<file path="src/rtl/osa_pkg.sv">
// Shared types and constants for the OSA edit distance unit.
// Used by the channel interfaces, the row feeder, the cells and the top level.
`default_nettype none

package osa_pkg;

    localparam int MAX_LEN_DEF = 64;
    localparam int FUNC_W      = 2;
    localparam int CHAR_W      = 8;
    localparam int DIST_W      = 7;

    // command codes
    localparam logic [FUNC_W-1:0] FUNC_APPEND_A = 2'd0;
    localparam logic [FUNC_W-1:0] FUNC_APPEND_B = 2'd1;
    localparam logic [FUNC_W-1:0] FUNC_COMPUTE  = 2'd2;

    // Row token that travels along the cell chain, one cell per cycle.
    typedef struct packed {
        logic              valid;
        logic              has_prev;   // row index above one
        logic              last;       // final row of the first string
        logic [CHAR_W-1:0] a;          // character of this row
        logic [CHAR_W-1:0] a_prev;     // character of the row above
    } osa_flow_t;

endpackage

`default_nettype wire

</file>
<file path="src/rtl/osa_row_feed.sv">
// First-string store and row sequencer: issues one row token per cycle into the chain.
// Depends on osa_pkg.
`default_nettype none

module osa_row_feed #(
    parameter int MAX_LEN = osa_pkg::MAX_LEN_DEF
) (
    input  wire logic                           clk,
    input  wire logic                           rst_n,
    input  wire logic                           wr_en,
    input  wire logic [((MAX_LEN > 1) ? $clog2(MAX_LEN) : 1)-1:0] wr_addr,
    input  wire logic [osa_pkg::CHAR_W-1:0]     wr_data,
    input  wire logic                           start,
    input  wire logic [$clog2(MAX_LEN+1)-1:0]   len,
    output osa_pkg::osa_flow_t                  flow,
    output logic [$clog2(MAX_LEN+2)-1:0]        l_val,
    output logic [$clog2(MAX_LEN+2)-1:0]        ul_val
);

    localparam int AW   = (MAX_LEN > 1) ? $clog2(MAX_LEN) : 1;
    localparam int LenW = $clog2(MAX_LEN + 1);
    localparam int DW   = $clog2(MAX_LEN + 2);

    logic [osa_pkg::CHAR_W-1:0] mem [MAX_LEN];

    logic                       active_reg;
    logic [LenW-1:0]            cnt_reg;
    logic [LenW-1:0]            len_reg;
    logic                       valid_reg;
    logic                       last_reg;
    logic [LenW-1:0]            row_reg;
    logic [osa_pkg::CHAR_W-1:0] a_rd_reg;
    logic [osa_pkg::CHAR_W-1:0] a_prev_reg;
    logic [LenW-1:0]            cnt_next;

    assign cnt_next = cnt_reg + LenW'(1);

    always_ff @(posedge clk) begin
        if (wr_en) begin
            mem[wr_addr] <= wr_data;
        end
        if (active_reg) begin
            a_rd_reg   <= mem[cnt_reg[AW-1:0]];
            a_prev_reg <= a_rd_reg;
        end
    end

    always_ff @(posedge clk or negedge rst_n) begin
        if (!rst_n) begin
            active_reg <= 1'b0;
            cnt_reg    <= '0;
            len_reg    <= '0;
            valid_reg  <= 1'b0;
            last_reg   <= 1'b0;
            row_reg    <= '0;
        end else begin
            valid_reg <= active_reg;
            last_reg  <= active_reg && (cnt_next == len_reg);
            if (start) begin
                active_reg <= 1'b1;
                cnt_reg    <= '0;
                len_reg    <= len;
            end else if (active_reg) begin
                cnt_reg <= cnt_next;
                row_reg <= cnt_next;
                // stop after the last row is issued
                if (cnt_next == len_reg) begin
                    active_reg <= 1'b0;
                end
            end
        end
    end

    always_comb begin
        flow.valid    = valid_reg;
        flow.has_prev = (row_reg > LenW'(1));
        flow.last     = last_reg;
        flow.a        = a_rd_reg;
        flow.a_prev   = a_prev_reg;
        // column zero of the table: D[i][0] = i, D[i-1][0] = i-1
        l_val         = DW'(row_reg);
        ul_val        = DW'(row_reg - LenW'(1));
    end

endmodule

`default_nettype wire

</file>
<file path="config.mk">
export PLATFORM = sky130hd
export DESIGN_NAME = osa_row_feed
export DESIGN_NICKNAME = d
export VERILOG_FILES = /design/src/rtl/osa_pkg.sv /design/src/rtl/osa_row_feed.sv
export SDC_FILE = /design/constraint.sdc
export NUM_CORES = 1
export LEC_CHECK = 0
export BUFFER_PORTS_ARGS = -buffer_cell sky130_fd_sc_hd__clkbuf_2
export CAP_MARGIN = 20
export CELL_PAD_IN_SITES_DETAIL_PLACEMENT = 0
export CELL_PAD_IN_SITES_GLOBAL_PLACEMENT = 2
export CORE_UTILIZATION = 40
export DETAILED_ROUTE_END_ITERATION = 8
export PLACE_DENSITY_LB_ADDON = 0.25
export RECOVER_POWER = 100
export SETUP_SLACK_MARGIN = 0.5
export SYNTH_ARGS = -nofsm -noshare
export SYNTH_HDL_FRONTEND = slang
export SYNTH_SLANG_ARGS = --single-unit
export TNS_END_PERCENT = 30
</file>
<file path="constraint.sdc">
create_clock -name clk -period 4.3 [get_ports clk]
set_input_delay 0.43 -clock clk [delete_from_list [all_inputs] [get_ports clk]]
set_output_delay 0.43 -clock clk [all_outputs]
set_load 0.02 [all_outputs]
</file>
==> metrics.yaml, run 1 <==
clock_tree:
  cts_inserted_buffers: 58
  clock_sinks: 552
  cts_buffer_depth: 3
  worstSkewPairLatency_ns: 0.62
  clkTransAtPathRegs_ns: 0.06
  post_cts_resize_count: 0
  htreeDepth: 2
  postCtsSetupBuffers: 0
  ctsRootBufferMaster: "clkbuf_16"
  cts_tree: "yes"
global_routing:
  antenna_found_initial: 1
  grt_usage_pct: 19.3
  gr-total-overflow: 0
  grt_pass1_vias: 10900
  grt_max_degree: 65
  grt_first_pass_wirelength_um: 76800
job:
  maxCapViolCount: 8
floorplan:
  dieArea_sq_mm: 0.0556
  num_rows: 85
  dieHeight_um: 236
  pin_count: 58
  core_area_sq_mm: 0.0539
  initial_core_util_pct: 40.5
  fp.dieW_um: 236
synthesis:
  ys_seq_area_share_pct: 75.3
  synthArstFlopShare_pct: 4.35
  ys_ff_latch: 552
  syn_inst: 1110
  yosys_warnings: 0
  syn_area_per_cell_sq_um: 19.7
  synth_ff_type: "edfxtp_1"
  synth_fp_nets: 1138
  synth_cell_types: 53
  synth_edf_count: 528
  syn_area_sq_mm: 0.0218
worst_setup_path:
  regToRegSetupSlack_ns: 1.0
  cp.arrival_ns: 3.66
  cp.required_ns: 4.66
  critical_path.max_fanout: 31
  worst_setup_path_start_kind: "flop"
  reg2reg_depth: 5
  end_kind: "flop"
  critPathKind: "flop to flop"
sta:
  hold_violations: 0
  fmax_ghz: 0.303
  skew_ns: 0.0236
  report.final.slew_viol_count: 448
  rsz0062_at_grt: "false"
  fin_crit_ns: 3.30
  post-route-period-util_pct: 76.8
  setup_tns_ns: 0
  setup_viol: 0
  tightest_slew_ns: 3.17
  slew_headroom_pct: -111
  fin_hold_ws_ns: 0.0481
routing:
  wl_per_cell_um: 27.2
  routed_wl_um: 52900
  drtIter0Drc: 900
  drt-pass1-iter-count: 5
  vias_per_cell: 5.54
  drc: 0
  postRouteAntennaNets: 0
  vias: 10800
hold_path:
  min_path_cells: 2
  hold_class: "input port to flop"
finish:
  final_layout_size_suffix_gt1_share_pct: 18.7
  final_common_cell: "edfxtp_1"
  largest_reg_flops: 512
  nNetsFinal: 1228
  antennaDiodeCount: 0
  syn_to_final_growth_pct: 12.9
  final_cell_mix: "edfxtp_1 (528), mux4_2 (97), nor2_1 (83)"
  nFillCells: 4587
placement:
  gp_congestion: 0.776
  dpl.hpwl_um: 32300
  placement.io_buffers: 57
power:
  power.leakage_nw: 7.78
  vdd_drop_max_mv: 0.322
  cellPowerDensity_mw_per_mm2: 491
status:
  violations: "max-capacitance violations, max-slew violations"
  status: "finished, violations left"
==> layout make-up <==
class / count / area (sq um) / share of cell area (%)
inverters: 5 / 18.8 / 0.0761
clock buffers: 65 / 1480 / 5.99
clock inverters: 42 / 449 / 1.82
repair buffers: 93 / 489 / 1.98
flip-flops and latches: 552 / 16500 / 66.8
well taps: 696 / 871 / 3.53
multi-input cells: 490 / 4890 / 19.8
==> cells by family (layout without fill, tap and decap cells) <==
kind of cell    after synthesis  count (layout)  share of synthesized area (%)
buf+inv                      68             205                           2.30
fa+ha+maj                     3               3                          0.172
simple gates                222             222                           4.60
xor+xnor                     21              21                          0.968
compound gates               81              81                           2.61
flops                       552             552                           75.3
mux                         163             163                           14.0
==> worst paths after layout <==
path	from	end
max	cnt_reg[0]	a_rd_reg[0]
min	len[3]	len_reg[3]
max reg2reg	cnt_reg[0]	a_rd_reg[0]
min reg2reg	a_rd_reg[3]	a_prev_reg[3]
max in group asynchronous	rst_n	cnt_reg[0]
min in group asynchronous	rst_n	valid_reg
==> Yosys cell counts, types with 10 or more instances <==
cell,n,area [sq um]
nor3_1,16,80.1
o22ai_1,17,106
xnor2_1,10,87.6
nand2_1,59,221
clkbuf_1,19,71.3
edfxtp_1,528,15900
nor2_1,83,312
mux4_1,13,342
mux4_2,97,2180
a22oi_1,13,97.6
buf_2,17,85.1
mux2i_1,45,450
o21ai_0,10,50.1
nand3_1,22,110
dfrtp_1,24,601
==> stage by stage <==
step	instances	utilization [%]	cell area, sq um	setup WS (ns)	power [mW]
after floorplan	1110	-	21800	2.26	6.78
after global placement	1834	42.3	22800	1.10	7.14
after detailed placement	1835	42.3	22800	1.11	7.15
after CTS	1943	45.9	24800	1.09	12.2
after global routing	1943	45.7	24700	0.772	12.5
final	1943	45.7	24700	0.999	12.1
==> critical path, cell delays in order, from the launching register on <==
cell	delay, ns
dfrtp_4	0.70
clkbuf_2	1.00
mux4_2	0.64
o22ai_1	0.34
nor3_1	0.10
a22o_1	0.23
==> power by group <==
part	internal, mW	total [mW]	switching (mW)	leakage, nW
combinational	0.346	0.931	0.584	1.77
sequential	5.99	6.08	0.0880	5.07
clock	3.00	5.09	2.09	0.933
total	9.34	12.1	2.76	7.78
==> timing repair <==
item / in CTS / in global routing
endpoints found under the hold margin: 24 / 0
setup endpoints to repair: 0 / 0
hold buffers: 1 / 0
==> routing by layer <==
metal	GRT usage (%)	part of all wire (%)	vias to the layer above
met5	0	0	-
met4	6.16	2.6	0
met1	27.7	45	5694
met3	3.26	4.9	76
met2	30.2	47	303
li1	-	-	4699
(Power assumes the default switching activity.)
==> inputs of run 2 (changes only) <==
==> constraint.sdc (replaced) <==
create_clock -name clk -period 3.22 [get_ports clk]
set_input_delay 0.322 -clock clk [delete_from_list [all_inputs] [get_ports clk]]
set_output_delay 0.322 -clock clk [all_outputs]
set_load 0.02 [all_outputs]
==> run 2 against run 1 <==
The run still ends with max-capacitance violations, max-slew violations left. Worst hold slack better by 0.035 ns. Via count is 4.4% higher. Clock power is 25% higher. Sequential power is 33% higher. Combinational power is 45% higher. Final cell count is 5.0% higher. Final area is 1.8% higher. Critical path type unchanged.
==> metrics.yaml, run 2 (synthesis results as in run 1) <==
routing:
  drc: 0
  wl_per_cell_um: 26.8
  drtIter0Drc: 862
  drt-pass1-iter-count: 5
  routed_wl_um: 54800
  vias: 11300
  postRouteAntennaNets: 0
  vias_per_cell: 5.51
sta:
  fmax_ghz: 0.356
  tightest_slew_ns: 2.31
  hold_violations: 0
  skew_ns: 0.0202
  report.final.slew_viol_count: 282
  setup_viol: 0
  fin_crit_ns: 2.81
  post-route-period-util_pct: 87.2
  slew_headroom_pct: -53.8
  setup_tns_ns: 0
  rsz0062_at_grt: "false"
floorplan:
  num_rows: 85
  initial_core_util_pct: 40.5
  core_area_sq_mm: 0.0539
  dieHeight_um: 236
  pin_count: 58
  fp.dieW_um: 236
  dieArea_sq_mm: 0.0556
clock_tree:
  clock_sinks: 552
  cts_tree: "yes"
  htreeDepth: 2
  cts_inserted_buffers: 57
  cts_buffer_depth: 3
  worstSkewPairLatency_ns: 0.62
  ctsRootBufferMaster: "clkbuf_16"
  clkTransAtPathRegs_ns: 0.06
worst_setup_path:
  critical_path.max_fanout: 20
  reg2reg_depth: 7
  path_delay_family: "flip-flops"
  cp_slowest_cell: "dfrtp_1"
  regToRegStartpoint: "cnt_reg[0]"
  worstPathBufferInverterCount: 2
  cp.required_ns: 3.55
  critPathKind: "flop to flop"
  crit_cells: 7
  end_kind: "flop"
  worst_setup_path_start_kind: "flop"
  path_cells: "buf_4, buf_12, mux4_2, o22ai_1, a2111oi_2, nand3_1, o41ai_1"
  cp.arrival_ns: 3.14
  slowest_delay_ns: 0.79
  regToRegSetupSlack_ns: 0.41
  r2r_end: "a_rd_reg[6]"
power:
  vdd_drop_max_mv: 0.380
  cellPowerDensity_mw_per_mm2: 630
  power_mw: 15.8
  power.leakage_nw: 7.98
finish:
  largest_reg_flops: 512
  antennaDiodeCount: 0
  nNetsFinal: 1327
  final_layout_size_suffix_gt1_share_pct: 19.1
  nFillCells: 4581
  final_cell_mix: "edfxtp_1 (528), clkbuf_1 (136), mux4_2 (97)"
  syn_to_final_growth_pct: 14.9
  final_common_cell: "edfxtp_1"
  final_cell_area_sq_mm: 0.0251
global_routing:
  antenna_found_initial: 0
  grt_usage_pct: 19.8
  grt_max_degree: 54
  grt_first_pass_wirelength_um: 78700
  grt_pass1_vias: 11300
  gr-total-overflow: 0
placement:
  placement.io_buffers: 57
  dpl.hpwl_um: 34600
  gp_congestion: 0.763
  placed_area_sq_mm: 0.0235
job:
  maxCapViolCount: 7
status:
  violations: "max-capacitance violations, max-slew violations"
  status: "finished, violations left"
hold_path:
  min_path_cells: 1
  hold_path_end: "mem[4][0]"
  hold_class: "input port to flop"
  min-delay-start: "wr_data[0]"
run 2: final cells by class:
type	instances	area [sq um]	area share (%)
clock buffer	81	1590	6.33
clock inverter	24	213	0.847
inverter	5	18.8	0.0748
multi-input combinational	490	4890	19.5
sequential	552	16500	65.6
tap	696	871	3.47
timing repair buffer	193	1050	4.20
run 2: report_power, final:
group	switching (mW)	total, mW	internal [mW]
clock	2.70	6.36	3.66
combinational	0.822	1.35	0.523
sequential	0.103	8.10	8.00
run 2: worst max path at each step:
stage,start,to,slack [ns]
after floorplan,cnt_reg[0],a_rd_reg[0],1.26
after global placement,cnt_reg[0],a_rd_reg[6],0.28
after detailed placement,cnt_reg[0],a_rd_reg[6],0.28
after CTS,cnt_reg[0],a_rd_reg[6],0.52
after global routing,cnt_reg[0],a_rd_reg[6],0.30
final,cnt_reg[0],a_rd_reg[6],0.41
run 2: timing repair:
action	in CTS	in global routing
endpoints found under the setup margin	1	3
hold buffers	8	0
buffers inserted	0	5
gates resized for setup	1	0
hold endpoints to repair	31	0
cloned	0	0
run 2: metal layers:
layer	global-route usage, %	wire length, um	vias to the layer above
li1	-	-	4890
met1	28.1	24400	5996
met2	31.6	26300	300
met3	3.90	3000	65
met4	4.89	1050	0
met5	0	0	-
run 2: through the flow:
step	std cells	utilization [%]	hold WS (ns)	worst slack (ns)
after floorplan	1110	-	0.0264	1.26
after global placement	1920	43.6	0.368	0.280
after detailed placement	1920	43.6	0.362	0.278
after CTS	2033	47.1	0.139	0.522
after global routing	2041	46.5	0.109	0.303
final	2041	46.5	0.0831	0.413
