File: config.mk
export PLATFORM = sky130hd
export DESIGN_NAME = osa_cell
export DESIGN_NICKNAME = d
export VERILOG_FILES = /design/src/rtl/osa_pkg.sv /design/src/rtl/osa_cell.sv
export SDC_FILE = /design/constraint.sdc
export NUM_CORES = 1
export LEC_CHECK = 0
export ABC_AREA = 1
export BUFFER_PORTS_ARGS = -buffer_cell sky130_fd_sc_hd__buf_2
export CORE_ASPECT_RATIO = 1.4
export CORE_MARGIN = 5
export CORE_UTILIZATION = 42
export CTS_CLUSTER_SIZE = 25
export DETAILED_ROUTE_END_ITERATION = 7
export HOLD_SLACK_MARGIN = 0.05
export MAX_ROUTING_LAYER = met4
export PLACE_DENSITY = 0.67
export SYNTH_ARGS = -nofsm -noshare
export SYNTH_HDL_FRONTEND = slang
export SYNTH_SLANG_ARGS = --single-unit
File: constraint.sdc
create_clock -name clk -period 3.7 [get_ports clk]
set_input_delay 0.555 -clock clk [delete_from_list [all_inputs] [get_ports clk]]
set_output_delay 0.555 -clock clk [all_outputs]
set_load 0.05 [all_outputs]
File: src/rtl/osa_pkg.sv
// Shared types and constants for the OSA edit distance unit.
// Used by the channel interfaces, the row feeder, the cells and the top level.
`default_nettype none

package osa_pkg;

    localparam int MAX_LEN_DEF = 64;
    localparam int FUNC_W      = 2;
    localparam int CHAR_W      = 8;
    localparam int DIST_W      = 7;

    // command codes
    localparam logic [FUNC_W-1:0] FUNC_APPEND_A = 2'd0;
    localparam logic [FUNC_W-1:0] FUNC_APPEND_B = 2'd1;
    localparam logic [FUNC_W-1:0] FUNC_COMPUTE  = 2'd2;

    // Row token that travels along the cell chain, one cell per cycle.
    typedef struct packed {
        logic              valid;
        logic              has_prev;   // row index above one
        logic              last;       // final row of the first string
        logic [CHAR_W-1:0] a;          // character of this row
        logic [CHAR_W-1:0] a_prev;     // character of the row above
    } osa_flow_t;

endpackage

`default_nettype wire

File: src/rtl/osa_cell.sv
// One column cell of the systolic OSA array: holds b[j] and the last table value of column j.
// Depends on osa_pkg.
`default_nettype none

module osa_cell #(
    parameter int MAX_LEN = osa_pkg::MAX_LEN_DEF,
    parameter int COL     = 1
) (
    input  wire logic                           clk,
    input  wire logic                           rst_n,
    input  wire logic                           init,
    input  wire logic                           b_we,
    input  wire logic [osa_pkg::CHAR_W-1:0]     b_data,
    input  wire logic [osa_pkg::CHAR_W-1:0]     b_left,
    output logic [osa_pkg::CHAR_W-1:0]          b_own,
    input  wire osa_pkg::osa_flow_t             flow_in,
    input  wire logic [$clog2(MAX_LEN+2)-1:0]   l_in,
    input  wire logic [$clog2(MAX_LEN+2)-1:0]   ul_in,
    input  wire logic [$clog2(MAX_LEN+2)-1:0]   uul_in,
    output osa_pkg::osa_flow_t                  flow_out,
    output logic [$clog2(MAX_LEN+2)-1:0]        l_out,
    output logic [$clog2(MAX_LEN+2)-1:0]        ul_out,
    output logic [$clog2(MAX_LEN+2)-1:0]        uul_out
);

    localparam int  DW       = $clog2(MAX_LEN + 2);
    localparam bit  USE_XPOS = (COL > 1);

    logic [osa_pkg::CHAR_W-1:0] b_reg;
    logic [DW-1:0]              up_reg;       // D[i-1][j]
    logic [DW-1:0]              ul_seen_reg;  // last D[i-1][j-1] seen, forwarded one row later
    osa_pkg::osa_flow_t         flow_reg;
    logic [DW-1:0]              l_reg;
    logic [DW-1:0]              ul_reg;
    logic [DW-1:0]              uul_reg;

    logic [DW-1:0] c_up;
    logic [DW-1:0] c_left;
    logic [DW-1:0] c_diag;
    logic [DW-1:0] c_xpos;
    logic [DW-1:0] d_min;
    logic [DW-1:0] d_next;
    logic          xpos_hit;

    always_comb begin
        c_up     = up_reg + DW'(1);
        c_left   = l_in + DW'(1);
        c_diag   = ul_in + DW'(flow_in.a != b_reg);
        c_xpos   = uul_in + DW'(1);
        xpos_hit = USE_XPOS && flow_in.has_prev
                   && (flow_in.a == b_left) && (flow_in.a_prev == b_reg);
        d_min    = (c_up < c_left) ? c_up : c_left;
        d_min    = (c_diag < d_min) ? c_diag : d_min;
        d_next   = (xpos_hit && (c_xpos < d_min)) ? c_xpos : d_min;
    end

    always_ff @(posedge clk) begin
        if (b_we) begin
            b_reg <= b_data;
        end
        if (init) begin
            up_reg <= DW'(COL);
        end else if (flow_in.valid) begin
            up_reg <= d_next;
        end
        if (flow_in.valid) begin
            ul_seen_reg <= ul_in;
            l_reg       <= d_next;
            ul_reg      <= up_reg;
            uul_reg     <= ul_seen_reg;
        end
    end

    always_ff @(posedge clk or negedge rst_n) begin
        if (!rst_n) begin
            flow_reg <= '0;
        end else begin
            flow_reg <= flow_in;
        end
    end

    assign b_own    = b_reg;
    assign flow_out = flow_reg;
    assign l_out    = l_reg;
    assign ul_out   = ul_reg;
    assign uul_out  = uul_reg;

endmodule

`default_nettype wire

==> impl_results.md, run 1 <==
- Fmax: 0.286 GHz
- Worst EP required: 3920 ps
- First-pass GRT wire length: roughly 9.6 mm
- Starting density of the core: 43.1%
- Tcrit/Tclk final: 94.4%
- Share of layout cells above drive strength 1: 36.0%
- Post-synth net total: 334
- Routed Antenna Nets: 0
- Skew-Pair Late Insertion Delay: 330 ps
- Comb pwr share: a little over a quarter
- Post-Syn Area: 2850 um2
- Vias in the first global route: 2048
- Hold buffers post-CTS: 0
- Nets: 441
- Global placer's final weighted congestion: between 0.8 and 0.9
- Clock-pin slew on the worst setup and hold paths: 70 ps
- CTS root buffer: clkbuf_8
- Slew headroom: 46.0%
- Hold crit path type: primary input to async pin
- Power, Total: 1.94 mW
- Detailed Route Iter0 Violations: 89
- Initial antenna violation count: 0
- Critical Path Sink: up_reg[4]
- Residual DRC: 0
- All-layer global routing usage: approximately 15%
- Register share of total power: 42.8%
- Synthesis-to-layout area growth: 28.6%
- DP HPWL: 4.97 mm
- Final WS setup: 205 ps
- Most common cell after layout, fill and taps aside: buf_2
- Grt total ovfl: 0
- Endpoints failing hold: 0
- Cts repair resizes: 0
- Status: finished, final reports clean
- Num ports: 108
- Commonest cells after routing, fill and taps aside: buf_2, nand2_1, edfxtp_1, inv_1, nand3_1
- Cell variety after synth: 27
- IO buf count: 92
- H-tree Lvls: 3
- Routed len/inst: 13.1 um
- Slew @ Worst Pin: 810 ps
- Sw frac: 32.6%
- Tmin final: ~3500 ps
- Vias post-DR: between 2000 and 2500
- Reg2reg start: b_own[7]
- Row count: 35
- Post-CTS Setup Bufs: 0
- CTS tree: done
- WP data arrival: ~3700 ps
- Detailed Route WL: 6.09 mm
- #FFs+latches synth: 62
- Leakage: 1.80 nW
- Max VDD drop: 0.264 mV
- Max FFs per register: 19
- Worst-path fanout max: 7
- CTS Sinks: between 60 and 70
- Crit end category: flop
- Die H: 108 um
- Slew Viols, Final: 0
- Filler Cell Count: about 590
- Worst slack, placed: -16.6 ps
- Worst R2R Path Depth: 18
- Vias per std cell: 4.51
- Max clock buf depth: 2
- Sequential area share after synthesis: 59.5%
- Max_cap viols: 0
- # setup viols final: 0
- Crit path kind: flop to flop
- Largest net degree at the start of global routing: slightly above 40
- Pint: 1.31 mW
- Max Clock Skew: about 7.7 ps
- Worst setup startpoint: b_own[7]
- Die area: 8560 um2
- Reg2reg setup slack: 210 ps
- RSZ-0062 raised after global routing: no
- Cell area power density: approximately 530 nW/um2
- Core ar.: approximately 6600 um2
- Die Width: around 80 um
- Clk pwr share: 30.1%
- Startpoint types: flop
- Terminus of the critical flop-to-flop path: up_reg[4]
- Sw Pwr: roughly 0.63 mW
- Fin util: 55.5%
- DRT Pass-1 Iters: 4
- Ant. Diodes: 0
- Cts bufs inserted: 9
- Syn_area_per_cell: 11.0 um2
- Cells after Synth: 260
- Yosys warns: 0
## power groups by stage
stage | Sequential, mW | Clock [mW] | Combinational (mW)
3_3_place_gp | 0.845 | 0 | 0.523
4_1_cts | 0.832 | 0.599 | 0.533
5_1_grt | 0.837 | 0.633 | 0.581
2_1_floorplan | 1.00 | 0 | 0.220
6_report | 0.831 | 0.584 | 0.528
3_5_place_dp | 0.847 | 0 | 0.532
## routing by layer
metal / global-route usage, % / up-vias / wire, um
met3: 4.10 / 9 / 510
li1: - / 1076 / -
met1: 15.9 / 931 / 2330
met4: 7.49 / 0 / 123
met2: 26.2 / 78 / 3130
met5: - / - / 0
## cell type report
type / count / area [um2] / area share, %
Multi-Input combinational cell: 161 / 1020 / 27.8
Clock buffer: 12 / 155 / 4.23
Timing Repair Buffer: 97 / 498 / 13.6
Clock inverter: 4 / 46.3 / 1.26
Sequential cell: 62 / 1700 / 46.3
Inverter: 36 / 135 / 3.68
Tap cell: 92 / 115 / 3.14
## synthesized netlist by cell type
| master | n | area, um2 |
|---|---|---|
| a211oi_4 | 1 | 20.0 |
| a21oi_1 | 7 | 35.0 |
| a21oi_2 | 1 | 8.76 |
| and2_1 | 1 | 6.26 |
| clkbuf_4 | 1 | 7.51 |
| clkinv_1 | 1 | 3.75 |
| dfrtp_1 | 19 | 475 |
| dfxtp_1 | 7 | 140 |
| edfxtp_1 | 36 | 1080 |
| ha_1 | 14 | 175 |
| inv_1 | 35 | 131 |
| nand2_1 | 49 | 184 |
| nand2_2 | 10 | 62.6 |
| nand2_4 | 3 | 33.8 |
| nand2_8 | 1 | 20.0 |
| nand3_1 | 23 | 115 |
| nand3_2 | 5 | 50.1 |
| nand3b_1 | 2 | 15.0 |
| nand4_1 | 3 | 18.8 |
| nor2_1 | 9 | 33.8 |
| nor2_2 | 1 | 6.26 |
| nor3_1 | 2 | 10.0 |
| o21ai_0 | 7 | 35.0 |
| o21ai_1 | 2 | 10.0 |
| or4_1 | 1 | 7.51 |
| xnor2_1 | 8 | 70.1 |
| xor2_1 | 11 | 96.3 |
## cells by family after synthesis
group                      after synthesis  synth area share, %
adders and majority gates               14                 6.14
and+or+nand+nor                        110                 19.7
AOI/OAI and AO/OA                       18                 3.82
DFF                                     62                 59.5
xor gates and xnor gates                19                 5.83
buffers and inverters                   37                 5.00
## critical path: stages (launching register included)
cell and delay [ps]:
edfxtp_1 420, xnor2_1 180, nand2_1 80, or4_1 560, ha_1 220, ha_1 210
nand3_1 120, nand3b_1 160, xnor2_2 150, ha_1 300, nand2_1 110, nor2_1 70
a211oi_4 170, buf_4 200, nand2_8 80, nand2_2 70, nand3_1 130, nand2_1 120
inv_1 40
## how the worst min path moves through the flow
stage | start | to | slack, ps | cells after the start
floorplan | rst_n | flow_out[0] | 260 | 0
global placement | ul_seen_reg[1] | uul_out[1] | 400 | 0
detailed placement | ul_seen_reg[6] | uul_out[6] | 410 | 0
CTS | rst_n | flow_out[7] | 140 | 1
global route | rst_n | flow_out[6] | 150 | 1
finish | rst_n | flow_out[1] | 140 | 1
## stage by stage
| stage | area, um2 | setup TNS, ps | hold slack, ps | std cells |
|---|---|---|---|---|
| finish | 3670 | 0 | 143 | 464 |
| global route | 3670 | 0 | 153 | 464 |
| CTS | 3660 | 0 | 137 | 464 |
| detailed placement | 3460 | -16.6 | 409 | 448 |
| global placement | 3460 | 0 | 402 | 448 |
| floorplan | 2850 | 0 | 259 | 260 |
Power figures use the tool's default switching activity.
==> inputs of run 2 (changes only) <==
ABC_AREA = default   (was 1)
PLACE_DENSITY = 0.68   (was 0.67)
clock period = 4.54 ns   (was 3.7 ns; I/O delays follow)
==> impl_results.md, run 2 <==
- DRT Pass-1 Iters: 4 (unchanged)
- Vias per std cell: 4.90 (+8.7%)
- Crit path kind: flop to flop
- Cells after Synth: 185 (-29%)
- Top Family by Delay on Critical Path: compound AO/OA/AOI/OAI gates
- Synthesis-to-layout area growth: 33.7%
- Pint: 1.13 mW (-13%)
- Residual DRC: 0 (unchanged)
- Post-route cell area: 3550 um2 (-3.1%)
- Post-synth top area share: 40.7% (+2.8 points)
- Main synth FF type: edfxtp_1
- Synth area leaders: edfxtp_1, dfrtp_1, ha_1
- Worst-path fanout max: 7 (unchanged)
- Endpoints failing hold: 0 (unchanged)
- Hold slack: 269 ps (+126 ps)
- Final WS setup: 392 ps (+187 ps)
- Most used cell, CP: buf_4
- Commonest cells after routing, fill and taps aside: buf_2, edfxtp_1, dfrtp_1, xor2_1, ha_1
- EDFF count, synth: 36 (unchanged)
- # setup viols final: 0 (unchanged)
- Crit end category: flop
- Post-synth top cells: edfxtp_1, dfrtp_1, xor2_1
- Routed len/inst: 14.6 um (+11%)
- CTS tree: done
- Grt total ovfl: 0 (unchanged)
- Worst slack, placed: -145 ps (-128 ps)
- Post-Syn Area: 2660 um2 (-6.8%)
- Die H: 104 um (-3.2%)
- Sequential area share after synthesis: 63.8% (+4.4 points)
- Reg2reg setup slack: 390 ps (+190 ps)
- Fin util: 57.2% (+1.8 points)
- CTS Sinks: 62 (unchanged)
- Post-synth net total: 259 (-22%)
- Delay of the slowest critical-path stage: 400 ps (-160 ps)
- Routed Antenna Nets: 0 (unchanged)
- Die Width: 77.2 um (-3.0%)
- Slew Viols, Final: 0 (unchanged)
- Power, Total: 1.64 mW (-16%)
- Slew headroom: 57.2% (+11 points)
- Yosys warns: 0 (unchanged)
- Leakage: 1.58 nW (-12%)
- Register share of total power: 41.5% (-1.3 points)
- Num ports: 108 (unchanged)
- WP data arrival: 4410 ps (+690 ps)
- Cell area power density: 461 nW/um2 (-13%)
- Hold crit path type: primary input to async pin
- Starting density of the core: 42.8% (-0.35 points)
- Comb pwr share: 24.7% (-2.5 points)
- Slowest stage cell, crit path: dfxtp_2
- Share of layout cells above drive strength 1: 44.2% (+8.2 points)
- RSZ-0062 raised after global routing: no
- Clock-pin slew on the worst setup and hold paths: 70 ps (about the same)
- Initial antenna violation count: 0 (unchanged)
- DP HPWL: 4.50 mm (-9.4%)
- Skew-Pair Late Insertion Delay: 320 ps (about the same)
- First-pass GRT wire length: 8.74 mm (-8.5%)
- Max FFs per register: 19 (unchanged)
- IO buf count: 92 (unchanged)
- Cts bufs inserted: 9 (unchanged)
- Status: finished, final reports clean
- Buf/Inv on CP: 3 (+1)
- #FFs+latches synth: 62 (unchanged)
- CTS root buffer: clkbuf_8
- Cells along the critical path: ha_2, xor2_1, ha_1, a21oi_1, o21ai_0, a221oi_2, buf_4, nor3_1, o2bb2ai_1, ha_1, o21ai_0, nor2_1, nor3_1, buf_4, o2111ai_1, o221ai_4, buf_4, mux2i_2, a22o_1
- Max Clock Skew: 7.48 ps (-0.201 ps)
- Hold buffers post-CTS: 0 (unchanged)
- H-tree Lvls: 3 (unchanged)
- Clk pwr share: 33.8% (+3.7 points)
- Core ar.: 6210 um2 (-6.1%)
- Detailed Route Iter0 Violations: 83 (-6.7%)
- Row count: 34 (-2.9%)
- Vias in the first global route: 1823 (-11%)
- Die area: 8040 um2 (-6.1%)
- Sw frac: 30.8% (-1.8 points)
- Detailed Route WL: 5.48 mm (-9.9%)
- Nets: 372 (-16%)
- Vias post-DR: 1839 (-12%)
- Fmax: 0.241 GHz (-16%)
- Leading area contributor after synthesis: edfxtp_1
- Slew @ Worst Pin: 641 ps (-169 ps)
- Startpoint types: flop
- Ant. Diodes: 0 (unchanged)
- Cell variety after synth: 40 (+48%)
- Count leader, synth: edfxtp_1
- Async set-reset flop share out of synthesis: 30.6% (unchanged)
- Tcrit/Tclk final: 91.4% (-3.1 points)
- Max clock buf depth: 2 (unchanged)
- Largest net degree at the start of global routing: 34 (-17%)
- Global placer's final weighted congestion: 0.853 (-3.1%)
- Syn_area_per_cell: 14.4 um2 (+31%)
- Placed Area: 3280 um2 (-5.3%)
- Max VDD drop: 0.166 mV (-37%)
- Worst EP required: 4810 ps (+890 ps)
- Most common cell after layout, fill and taps aside: buf_2
- Sw Pwr: 0.505 mW (-20%)
- Tmin final: 4150 ps (+653 ps)
- Max_cap viols: 0 (unchanged)
- All-layer global routing usage: 14.1% (-1.2 points)
run 2: cell types whose count changed in the layout (fill, tap and decap cells not counted), moves of 6 or more:
cell	change
a22o_1	+6
inv_1	-24
nand2_1	-41
nand2_2	-10
nand3_1	-15
run 2: final timing paths:
path                                     start     endpoint  depth (start not counted)
worst max register to register       up_reg[0]    up_reg[5]                         19
worst min-delay path                     rst_n  flow_out[0]                          1
worst min register to register  ul_seen_reg[0]   uul_out[0]                          0
worst max-delay path                 up_reg[0]    up_reg[5]                         19
max in group asynchronous                rst_n  flow_out[8]                          1
min in group clk                ul_seen_reg[0]   uul_out[0]                          0
run 2: through the flow:
stage / setup TNS, ps / cells
after detailed placement: -951 / 358
after floorplan: 0 / 185
after CTS: 0 / 374
after global routing: 0 / 375
final: 0 / 375
after global placement: -57.6 / 358
run 2: cell families (layout without fill, tap and decap cells):
group | Yosys count | in the layout | share of synthesized area [%]
adder cells (fa/ha/maj) | 14 | 14 | 6.59
AO/OA/AOI/OAI | 32 | 32 | 10.3
XOR/XNOR | 21 | 21 | 6.92
flip-flops | 62 | 62 | 63.8
buffers and inverters | 11 | 129 | 1.55
AND/OR/NAND/NOR | 36 | 36 | 7.20
multiplexers | 9 | 9 | 3.63
run 2: power groups by stage:
stage,registers [mW],logic [mW],clock network (mW)
after detailed placement,0.692,0.394,0
after floorplan,0.818,0.143,0
after CTS,0.680,0.396,0.565
after global placement,0.690,0.388,0
after global routing,0.686,0.443,0.593
final,0.680,0.406,0.553
run 2: repair_timing:
item                                    in CTS  in global routing
endpoints found under the setup margin       0                 14
hold endpoints to repair                     0                  0
buffers inserted                             0                  1
resized for setup                            0                  7
run 2: area by class of cell:
| type | count | area [um2] |
|---|---|---|
| flip-flops and latches | 62 | 1700 |
| clock buffers | 12 | 188 |
| multi-input cells | 112 | 943 |
| fillers | 503 | 2660 |
| clock inverters | 4 | 56.3 |
| well taps | 72 | 90.1 |
| inverters | 11 | 41.3 |
| repair buffers | 102 | 536 |
run 2: metal layers:
layer | wire length, um | share of wire, % | global-route usage, % | up-vias
met5 | 0 | 0 | - | -
met3 | 393 | 7.2 | 3.81 | 6
met2 | 2980 | 54 | 24.6 | 73
met1 | 2050 | 37 | 14.7 | 845
li1 | - | - | - | 915
met4 | 59 | 1.1 | 5.65 | 0
==> inputs of run 3 (changes only) <==
CORE_UTILIZATION = 51   (was 42)
PLACE_DENSITY = 0.81   (was 0.68)
==> impl_results.md, run 3 (synthesis gave the netlist of run 2 again) <==
- Status: finished, final reports clean
- Skew-Pair Late Insertion Delay: 330 ps (about the same)
- CTS Sinks: 62 (unchanged)
- Starting density of the core: 51.9% (+9.1 points)
- Nets: 377 (+1.3%)
- Max FFs per register: 19 (unchanged)
- Row count: 31 (-8.8%)
- IO buf count: 92 (unchanged)
- Crit end category: flop
- Post-CTS Setup Bufs: 0 (unchanged)
- CTS tree: done
- Share of layout cells above drive strength 1: 43.2% (-1.0 points)
- Routed Antenna Nets: 0 (unchanged)
- Crit path kind: flop to flop
- Startpoint types: flop
- Endpoints failing hold: 0 (unchanged)
- Commonest cells after routing, fill and taps aside: buf_2, edfxtp_1, dfrtp_1, xor2_1, buf_4
- Vias in the first global route: 1987 (+9.0%)
- Reg2reg start: up_reg[1]
- Die H: 95.4 um (-8.4%)
- Worst EP required: 4810 ps (about the same)
- Die Width: 71.0 um (-8.1%)
- Slew Viols, Final: 0 (unchanged)
- Leakage: 1.58 nW (+0.11%)
- DP HPWL: 4.76 mm (+5.9%)
- Fmax: 0.229 GHz (-5.1%)
- Cell area power density: 452 nW/um2 (-2.0%)
- Ant. Diodes: 0 (unchanged)
- Synthesis-to-layout area growth: 33.1%
- H-tree Lvls: 3 (unchanged)
- Worst R2R Path Depth: 18 (-1)
- Tcrit/Tclk final: 96.3% (+4.9 points)
- Clock-pin slew on the worst setup and hold paths: 70 ps (about the same)
- Die area: 6780 um2 (-16%)
- Slew headroom: 55.2% (-2.1 points)
- Cts bufs inserted: 9 (unchanged)
- Slew @ Worst Pin: 673 ps (+31.3 ps)
- Power, Total: 1.60 mW (-2.5%)
- Detailed Route Iter0 Violations: 83 (unchanged)
- WP data arrival: 4640 ps (+230 ps)
- Vias per std cell: 5.23 (+6.6%)
- Largest net degree at the start of global routing: 34 (unchanged)
- Hold crit path type: primary input to async pin
- First-pass GRT wire length: 8.94 mm (+2.2%)
- Max Clock Skew: 8.54 ps (+1.06 ps)
- CTS root buffer: clkbuf_8
- All-layer global routing usage: 18.1% (+4.1 points)
- DRT Pass-1 Iters: 4 (unchanged)
- # setup viols final: 0 (unchanged)
- Routed len/inst: 15.9 um (+8.6%)
- Residual DRC: 0 (unchanged)
- Max clock buf depth: 2 (unchanged)
- Num ports: 108 (unchanged)
- Global placer's final weighted congestion: 0.831 (-2.6%)
- Core ar.: 5120 um2 (-18%)
- Max_cap viols: 0 (unchanged)
- Grt total ovfl: 0 (unchanged)
- Most common cell after layout, fill and taps aside: buf_2
- Reg2reg setup slack: 170 ps (-220 ps)
- Vias post-DR: 1956 (+6.4%)
- Initial antenna violation count: 0 (unchanged)
- Tmin final: 4370 ps (+223 ps)
- Terminus of the critical flop-to-flop path: up_reg[3]
- Fin util: 69.1% (+12 points)
- Detailed Route WL: 5.94 mm (+8.3%)
- Worst-path fanout max: 5 (-2)
- Max VDD drop: 0.188 mV (+13%)
-- run 3: where the power goes --
part	switching, mW	internal (mW)
Clock	0.194	0.305
Sequential	0.0221	0.656
Combinational	0.279	0.142
-- run 3: worst max-delay path by stage --
stage	startpoint	endpoint	slack (ps)	cells after the start
3_3_place_gp	l_in[0]	up_reg[3]	7	18
3_5_place_dp	l_in[0]	up_reg[4]	-110	19
6_report	up_reg[1]	up_reg[3]	170	18
2_1_floorplan	l_in[0]	up_reg[1]	290	16
5_1_grt	up_reg[1]	up_reg[4]	-50	18
4_1_cts	up_reg[1]	up_reg[4]	210	18
-- run 3: layout make-up --
| type | count | area [um2] |
|---|---|---|
| sequential | 62 | 1700 |
| fill | 372 | 1580 |
| multi-input combinational | 112 | 931 |
| timing repair buffer | 107 | 573 |
| clock buffer | 9 | 124 |
| clock inverter | 7 | 88.8 |
| tap | 66 | 82.6 |
| inverter | 11 | 41.3 |
-- run 3: per-layer routing --
metal / track usage, % / part of all wire [%]
met1: 17.1 / 36
met2: 32.4 / 53
met3: 4.96 / 7.8
met4: 11.1 / 2.7
met5: - / 0
-- run 3: timing repair --
action                     in CTS  in global routing
hold buffers                    0                  0
resized for setup               0                  2
setup endpoints to repair       0                  3
-- run 3: worst max-delay path, cell delays in order, from the launching register on --
cell	delay, ps
dfxtp_1	410
ha_1	250
xor2_1	240
ha_1	290
a21oi_1	130
o21ai_0	100
a221oi_1	380
o32a_2	240
mux2i_2	270
ha_1	290
a211oi_1	240
nor2_1	100
nor3_1	170
buf_4	150
o2111ai_1	160
o221ai_4	260
buf_4	190
mux2i_1	280
a22o_1	160
-- run 3: stage by stage --
step	hold WS, ps	worst slack [ps]	cell area (um2)	cells	setup TNS, ps
2_1_floorplan	385	291	2660	185	0
3_5_place_dp	405	-109	3310	358	-540
3_3_place_gp	403	7.06	3310	358	0
6_report	278	169	3540	374	0
4_1_cts	262	206	3530	374	0
5_1_grt	301	-53.6	3540	374	-54.9
